### src/rtl/svgbf_pkg.sv
`timescale 1ns / 1ps
// ----------------------------------------------------------------------------
// svgbf_pkg
// Shared types, codes and helpers of the path segment flattener.
// ----------------------------------------------------------------------------
package svgbf_pkg;

    localparam int COORD_W         = 32;
    localparam int STEP_W          = 7;
    localparam int SQ_W            = 13;
    localparam int WGT_W           = 19;
    localparam int ACC_W           = 52;
    localparam int MAG_W           = 51;
    localparam int SHIFT_W         = 5;
    localparam int CNT_W           = 2;
    localparam int MAX_STEPS       = 64;
    localparam int DEF_CURVE_STEPS = 48;

    typedef logic [3:0] t_action;
    localparam t_action ACT_MOVE   = 4'd0;
    localparam t_action ACT_LINE   = 4'd1;
    localparam t_action ACT_HORIZ  = 4'd2;
    localparam t_action ACT_VERT   = 4'd3;
    localparam t_action ACT_CUBIC  = 4'd4;
    localparam t_action ACT_SCUBIC = 4'd5;
    localparam t_action ACT_QUAD   = 4'd6;
    localparam t_action ACT_SQUAD  = 4'd7;
    localparam t_action ACT_CLOSE  = 4'd8;

    typedef enum logic [1:0] {
        KIND_NONE,
        KIND_CUBIC,
        KIND_QUAD
    } t_kind;

    typedef enum logic [2:0] {
        OSEL_END,
        OSEL_CUR,
        OSEL_START,
        OSEL_LINE,
        OSEL_CURVE
    } t_osel;

    typedef enum logic [3:0] {
        ST_IDLE,
        ST_DECODE,
        ST_DRAW,
        ST_WGT1,
        ST_WGT2,
        ST_MAC,
        ST_DIVI,
        ST_DIV,
        ST_PT
    } t_state;

    typedef struct packed {
        logic  load;
        logic  out_load;
        t_osel out_sel;
        logic  out_begin;
        logic  out_closed;
        logic  out_last;
        logic  do_move;
        logic  do_close;
        logic  do_open;
        logic  do_line;
        logic  curve_setup;
        logic  wgt1;
        logic  wgt2;
        logic  mac;
        logic  div_start;
        logic  div_step;
        logic  curve_next;
        logic  curve_done;
    } t_cmd;

    typedef struct packed {
        t_action action;
        logic    is_open;
        logic    out_free;
        logic    mac_done;
        logic    div_done;
        logic    step_last;
    } t_status;

    function automatic logic [COORD_W-1:0] sat_add(input logic [COORD_W-1:0] a,
                                                   input logic [COORD_W-1:0] b);
        logic [COORD_W:0] s;
        s = {a[COORD_W-1], a} + {b[COORD_W-1], b};
        if (s[COORD_W] != s[COORD_W-1]) begin
            return s[COORD_W] ? {1'b1, {(COORD_W-1){1'b0}}} : {1'b0, {(COORD_W-1){1'b1}}};
        end
        return s[COORD_W-1:0];
    endfunction

    // 2*p - c, saturated
    function automatic logic [COORD_W-1:0] reflect(input logic [COORD_W-1:0] p,
                                                   input logic [COORD_W-1:0] c);
        logic [COORD_W+1:0] t;
        t = {p[COORD_W-1], p, 1'b0} - {{2{c[COORD_W-1]}}, c};
        if (t[COORD_W+1:COORD_W-1] == 3'b000 || t[COORD_W+1:COORD_W-1] == 3'b111) begin
            return t[COORD_W-1:0];
        end
        return t[COORD_W+1] ? {1'b1, {(COORD_W-1){1'b0}}} : {1'b0, {(COORD_W-1){1'b1}}};
    endfunction

    // signed result from magnitude quotient, saturated
    function automatic logic [COORD_W-1:0] sat_quot(input logic [MAG_W-1:0] q,
                                                    input logic neg);
        logic [COORD_W-1:0] lo;
        lo = q[COORD_W-1:0];
        if (!neg) begin
            if (q > MAG_W'({1'b0, {(COORD_W-1){1'b1}}})) return {1'b0, {(COORD_W-1){1'b1}}};
            return lo;
        end
        if (q > MAG_W'({1'b1, {(COORD_W-1){1'b0}}})) return {1'b1, {(COORD_W-1){1'b0}}};
        return ~lo + COORD_W'(1);
    endfunction

endpackage

### src/rtl/svgbf_ctrl.sv
`timescale 1ns / 1ps
// ----------------------------------------------------------------------------
// svgbf_ctrl
// Segment sequencer: decodes the action and steps the curve unit.
// ----------------------------------------------------------------------------
module svgbf_ctrl (
    input  logic                i_clk,
    input  logic                i_rst_n,
    input  logic                i_s_axis_tvalid,
    output logic                o_s_axis_tready,
    input  svgbf_pkg::t_status  i_status,
    output svgbf_pkg::t_cmd     o_cmd
);

    svgbf_pkg::t_state r_state, n_state;
    logic draw_act, is_curve_line;

    assign draw_act = (i_status.action != svgbf_pkg::ACT_MOVE) &&
                      (i_status.action != svgbf_pkg::ACT_CLOSE);
    assign is_curve_line = (i_status.action == svgbf_pkg::ACT_LINE) ||
                           (i_status.action == svgbf_pkg::ACT_HORIZ) ||
                           (i_status.action == svgbf_pkg::ACT_VERT);

    always_ff @(posedge i_clk) begin
        if (!i_rst_n) begin
            r_state <= svgbf_pkg::ST_IDLE;
        end else begin
            r_state <= n_state;
        end
    end

    always_comb begin
        n_state = r_state;
        unique case (r_state)
            svgbf_pkg::ST_IDLE: begin
                if (i_s_axis_tvalid) n_state = svgbf_pkg::ST_DECODE;
            end
            svgbf_pkg::ST_DECODE: begin
                if (i_status.action > svgbf_pkg::ACT_CLOSE) begin
                    n_state = svgbf_pkg::ST_IDLE;
                end else if (i_status.action == svgbf_pkg::ACT_MOVE) begin
                    if (i_status.out_free) n_state = svgbf_pkg::ST_IDLE;
                end else if (i_status.action == svgbf_pkg::ACT_CLOSE) begin
                    if (!i_status.is_open || i_status.out_free) n_state = svgbf_pkg::ST_IDLE;
                end else if (i_status.is_open || i_status.out_free) begin
                    n_state = svgbf_pkg::ST_DRAW;
                end
            end
            svgbf_pkg::ST_DRAW: begin
                if (!is_curve_line) n_state = svgbf_pkg::ST_WGT1;
                else if (i_status.out_free) n_state = svgbf_pkg::ST_IDLE;
            end
            svgbf_pkg::ST_WGT1: n_state = svgbf_pkg::ST_WGT2;
            svgbf_pkg::ST_WGT2: n_state = svgbf_pkg::ST_MAC;
            svgbf_pkg::ST_MAC: begin
                if (i_status.mac_done) n_state = svgbf_pkg::ST_DIVI;
            end
            svgbf_pkg::ST_DIVI: n_state = svgbf_pkg::ST_DIV;
            svgbf_pkg::ST_DIV: begin
                if (i_status.div_done) n_state = svgbf_pkg::ST_PT;
            end
            svgbf_pkg::ST_PT: begin
                if (i_status.out_free) begin
                    n_state = i_status.step_last ? svgbf_pkg::ST_IDLE : svgbf_pkg::ST_WGT1;
                end
            end
            default: n_state = svgbf_pkg::ST_IDLE;
        endcase
    end

    always_comb begin
        o_cmd = '0;
        o_cmd.out_sel = svgbf_pkg::OSEL_END;
        o_s_axis_tready = 1'b0;
        unique case (r_state)
            svgbf_pkg::ST_IDLE: begin
                o_s_axis_tready = 1'b1;
                o_cmd.load = i_s_axis_tvalid;
            end
            svgbf_pkg::ST_DECODE: begin
                if (i_status.action == svgbf_pkg::ACT_MOVE) begin
                    if (i_status.out_free) begin
                        o_cmd.out_load  = 1'b1;
                        o_cmd.out_sel   = svgbf_pkg::OSEL_END;
                        o_cmd.out_begin = 1'b1;
                        o_cmd.out_last  = 1'b1;
                        o_cmd.do_move   = 1'b1;
                    end
                end else if (i_status.action == svgbf_pkg::ACT_CLOSE) begin
                    if (!i_status.is_open) begin
                        o_cmd.do_close = 1'b1;
                    end else if (i_status.out_free) begin
                        o_cmd.out_load   = 1'b1;
                        o_cmd.out_sel    = svgbf_pkg::OSEL_START;
                        o_cmd.out_closed = 1'b1;
                        o_cmd.out_last   = 1'b1;
                        o_cmd.do_close   = 1'b1;
                    end
                end else if (draw_act && i_status.action <= svgbf_pkg::ACT_CLOSE &&
                             !i_status.is_open && i_status.out_free) begin
                    // drawing with no subpath opens one at the current point
                    o_cmd.out_load  = 1'b1;
                    o_cmd.out_sel   = svgbf_pkg::OSEL_CUR;
                    o_cmd.out_begin = 1'b1;
                    o_cmd.do_open   = 1'b1;
                end
            end
            svgbf_pkg::ST_DRAW: begin
                if (!is_curve_line) begin
                    o_cmd.curve_setup = 1'b1;
                end else if (i_status.out_free) begin
                    o_cmd.out_load = 1'b1;
                    o_cmd.out_sel  = svgbf_pkg::OSEL_LINE;
                    o_cmd.out_last = 1'b1;
                    o_cmd.do_line  = 1'b1;
                end
            end
            svgbf_pkg::ST_WGT1: o_cmd.wgt1 = 1'b1;
            svgbf_pkg::ST_WGT2: o_cmd.wgt2 = 1'b1;
            svgbf_pkg::ST_MAC:  o_cmd.mac = 1'b1;
            svgbf_pkg::ST_DIVI: o_cmd.div_start = 1'b1;
            svgbf_pkg::ST_DIV:  o_cmd.div_step = 1'b1;
            svgbf_pkg::ST_PT: begin
                if (i_status.out_free) begin
                    o_cmd.out_load   = 1'b1;
                    o_cmd.out_sel    = svgbf_pkg::OSEL_CURVE;
                    o_cmd.out_last   = i_status.step_last;
                    o_cmd.curve_done = i_status.step_last;
                    o_cmd.curve_next = !i_status.step_last;
                end
            end
            default: ;
        endcase
    end

    a_load_decode: assert property (@(posedge i_clk) disable iff (!i_rst_n)
        o_cmd.load |=> (r_state == svgbf_pkg::ST_DECODE))
        else $error("accepted item not decoded");

    a_out_free: assert property (@(posedge i_clk) disable iff (!i_rst_n)
        o_cmd.out_load |-> i_status.out_free)
        else $error("output register overwritten");

    a_div_after_mac: assert property (@(posedge i_clk) disable iff (!i_rst_n)
        (r_state == svgbf_pkg::ST_DIVI) |-> $past(r_state == svgbf_pkg::ST_MAC))
        else $error("divider started without accumulate");

endmodule

### config.mk
export PLATFORM = sky130hd
export DESIGN_NAME = svgbf_ctrl
export DESIGN_NICKNAME = d
export VERILOG_FILES = /design/src/rtl/svgbf_pkg.sv /design/src/rtl/svgbf_ctrl.sv
export SDC_FILE = /design/constraint.sdc
export NUM_CORES = 1
export LEC_CHECK = 0
export ABC_AREA = 1
export BUFFER_PORTS_ARGS = -buffer_cell sky130_fd_sc_hd__buf_2
export CAP_MARGIN = 30
export CORE_UTILIZATION = 30
export DETAILED_ROUTE_END_ITERATION = 10
export PLACE_DENSITY = 0.64
export SLEW_MARGIN = 10
export SYNTH_ARGS = -nofsm -noshare
export SYNTH_HDL_FRONTEND = slang
export SYNTH_SLANG_ARGS = --single-unit
### constraint.sdc
create_clock -name i_clk -period 3.15 [get_ports i_clk]
set_input_delay 0.4725 -clock i_clk [delete_from_list [all_inputs] [get_ports i_clk]]
set_output_delay 0.4725 -clock i_clk [all_outputs]
set_load 0.03 [all_outputs]
======== After elaboration in Yosys (flattened, before gate mapping) ========
Cells that the tools add are included.
word-level totals
  register bits after elaboration ......... 4
  input bits .............................. 12
  output and inout port bits .............. 21
  logic and storage cells ................. 88
operators by class
  $lt $le $gt $ge ......................... 2
  eq/ne operators ......................... 19
  mux-type cells .......................... 52
  reductions and logical operators ........ 14
operators with widths
  operator              count
  $mux W4               17
  $pmux W4 S9           1
  $mux W1               19
  $mux W2               9
  $eq A4 B2 Y1 const B  4
  $eq A4 B3 Y1 const B  4
  $mux W5               3
  $pmux W4 S3           1
  $ne A5 B5 Y1 const B  2
  $eq A4 B1 Y1 const B  2
  $eq A4 B4 Y1 const B  2
  $logic_not A4 Y1      2
  $ne A2 B2 Y1 const B  4
  $reduce_and A6 Y1     1
  $gt A4 B4 Y1 const B  1
  $le A4 B4 Y1 const B  1
  $logic_and A1 B1 Y1   4
  $logic_or A1 B1 Y1    4
  $ne A4 B4 Y1 const B  1
  $reduce_bool A4 Y1    1
  $mux W3               1
  $pmux W1 S3           1
  $logic_not A1 Y1      2

======== Logic depth before layout (Yosys ltp) ========
  depth in word-level cells ............... 9
  depth in mapped cells ................... 9
  depth with buffers taken out ............ 9

======== Least setup slack after synthesis ========
OpenSTA, ideal clock, no wires.
  path type ............................... register to output
  from .................................... register r_state[3]
  to ...................................... output o_cmd[12] in the netlist's numbering
  data arrival time ....................... 1.801 ns
  required time ........................... 2.677 ns
  setup slack ............................. 0.877 ns
  stages on the path, launching flop included .. 9
  path buffers ............................ 0
  cell sequence ........................... dfxtp_1 > inv_2 > nor2_1 > nand2_1 > nor2_1 > inv_2 > nor2_2 > nor2_1 > nand2_1
RTL lines
  element                 RTL line          RTL
  start, declared         svgbf_ctrl.sv:15  svgbf_pkg::t_state r_state, n_state;
  start signal, assigned  svgbf_ctrl.sv:26  r_state <= svgbf_pkg::ST_IDLE;
  start signal, assigned  svgbf_ctrl.sv:28  r_state <= n_state;
  end, declared           svgbf_ctrl.sv:12  output svgbf_pkg::t_cmd o_cmd

==> flow_summary.yaml <==
worst_setup_path:
  critical_path_class: "reg2out"
  path_max_fanout: 6
  crit_arrival_ps: 1580
  cp_common_cell: "nand2_2"
  rrSetupSlack_ps: 1860
  crit_slowest_cell: "dfxtp_1"
  cp_slowest_stage_delay_ps: 430
  critPathLaunchType: "flip-flop"
  reg2reg_to: "r_state[0]"
  path_cells: "nand2_2, nor2_4, nand2_2, nor3_2, nor2_1, nand3_2, buf_2"
  crit_path_end_kind: "primary output"
  rr_worst_depth: 7
  critPathRequiredTime_ps: 2680
  r2r-start: "r_state[0]"
global_routing:
  grt_pass1_vias: 588
  grt_overflow: 0
  grt_usage_pct: 15.1
  antenna_found_initial: 0
  grt_pass1_wl_um: 2330
  grt_start_max_net_pins: 11
final_layout:
  top_register: "r_state"
  largest_reg_flops: 4
  drive_above_1_share_pct: 41.4
  syn2layout_area_growth_pct: 35.1
  instances_no_fill: 179
  reg_top3: "r_state (4)"
  final_nets: 166
  num_antenna_cells: 0
  final_core_util_pct: 42.9
route:
  via_per_inst: 4.29
  drc: 0
  wl_per_cell_um: 8.55
  num_vias: 768
  firstDrtPassIters: 4
  routed_wl_um: 1530
  drtIter0Drc: 9
  ant_nets: 0
timing:
  setup_viol: 0
  finalSetupTns_ps: 0
  hold_viol: 0
  fmax_mhz: 488
  worst_slew_pin_slew_ps: 224
  fin_skew_ps: 0.609
  holdWs_ps: 524
  post-route-period-util_pct: 65.1
  rsz0062_at_grt: "false"
  slew_viol_final: 0
  period_needed_ps: 2050
  relSlewSlack_pct: 85.0
synth:
  syn-cell-area_um2: 617
  synth_top_area_cell: "nand2_1"
  ys_ff_latch: 4
  synth_top_area_share_pct: 16.4
  avgSynthCellArea_um2: 5.27
  ys_top_cells_by_area: "nand2_1 16%, dfxtp_1 13%, nor2_1 12%"
  yosysWarningCount: 0
  synth_seq_area_share_pct: 13.0
  syn_inst: 117
  synth_nets: 129
  ys_types: 18
clocking:
  path_clk_slew_ps: 30
  post-cts-setup-buffers: 0
  cts_root_buf: "clkbuf_4"
  hold_buffers: 0
  cts_tree: "done"
  cts_buffer_depth: 2
  ctsResizeCount: 0
  worstSkewPairLatency_ps: 230
  cts_buffers: 3
  cts_max_level: 1
  cts_sinks: 4
worst_hold_path:
  holdPathStages: 3
  min_to: "r_state[0]"
  worstHoldStart: "i_rst_n"
  hold_class: "in2reg"
die:
  coreArea_mm2: 0.00194
  dieArea_mm2: 0.00224
  die_y_um: 47.3
  initial_core_util_pct: 31.8
  rows: 16
  die_x_um: 47.3
  top_level_ports: 33
placement:
  post-place-cells: 176
  dpl.hpwl_um: 1360
  portBuffers: 32
  routabilityCongestion: 0.788
pwr:
  p_leak_uw: 0.000527
  cellPowerDensity_mw_per_mm2: 288
  ir_worst_vdd_v: 0.000190
  p_total_uw: 240
run_status:
  status: "complete, no violations"
job:
  drv_cap: 0
## worst max-delay path: cells and delay by family, from the launching register on
| family | cells | cell delay [ps] |
|---|---|---|
| buffers and inverters | 1 | 180 |
| DFF | 1 | 430 |
| and+or+nand+nor | 6 | 730 |
## power breakdown
part | internal, µW | switching (µW)
logic | 36.8 | 81.8
registers | 54.6 | 5.80
clock network | 42.4 | 18.4
## metal layers
metal | global-route usage [%] | vias up | routed length, µm
li1 | - | 424 | -
met1 | 18.6 | 319 | 738
met2 | 24.7 | 25 | 720
met3 | 2.31 | 0 | 72
met4 | 8.57 | 0 | 0
met5 | 0 | - | 0
## cells in the mapped netlist
master and instances:
nand3b_1 1, inv_2 9, nand2_2 3, nor2_1 19, inv_1 18, nor3_4 1, a21oi_1 5, nand2_1 27
inv_4 1, nor2_2 8, nand3_1 12, nand3_2 1, dfxtp_1 4, a21oi_2 1, nor3_2 1, nor2_4 3
o21ai_0 2, or2_1 1
## per-stage QoR
stage | worst slack (ps) | cell area, µm²
detailed placement | 1270 | 811
floorplan | 877 | 617
CTS | 1070 | 833
global placement | 1290 | 811
finish | 1100 | 833
global route | 963 | 833
## layout make-up
cell class	instances	area (µm²)
multi-input cells	85	429
fillers	233	1110
repair buffers	32	160
well taps	27	33.8
inverters	28	108
clock buffers	3	22.5
flip-flops and latches	4	80.1
## how the worst max path moves through the flow
| stage | slack [ps] | from | to | cells past startpoint |
|---|---|---|---|---|
| 3_5_place_dp | 1270 | i_status[5] | o_cmd[18] | 8 |
| 3_3_place_gp | 1290 | i_status[5] | o_cmd[18] | 8 |
| 2_1_floorplan | 880 | r_state[3] | o_cmd[12] | 8 |
| 6_report | 1100 | r_state[0] | o_cmd[18] | 7 |
| 4_1_cts | 1070 | r_state[0] | o_cmd[18] | 7 |
| 5_1_grt | 960 | r_state[0] | o_cmd[18] | 9 |
## cells in the final DEF, fill, tap and decap left out
cell type and count:
inv_2 9, nand2_1 27, inv_1 18, a21oi_1 5
nand3b_1 1, nand2_2 3, clkbuf_4 3, nand3_2 1
nor2_1 19, inv_4 1, dfxtp_1 4, a21oi_2 1
nor3_4 1, or2_1 1, nor2_2 8, nand3_1 12
o21ai_0 2, nor3_2 1, nor2_4 3, buf_2 32
## cell families after synthesis
kind of cell | share of synthesized area [%]
buffers and inverters | 17.4
and+or+nand+nor | 62.5
AOI/OAI and AO/OA | 7.10
DFF | 13.0
No activity file was read; power rests on OpenSTA's default activity.
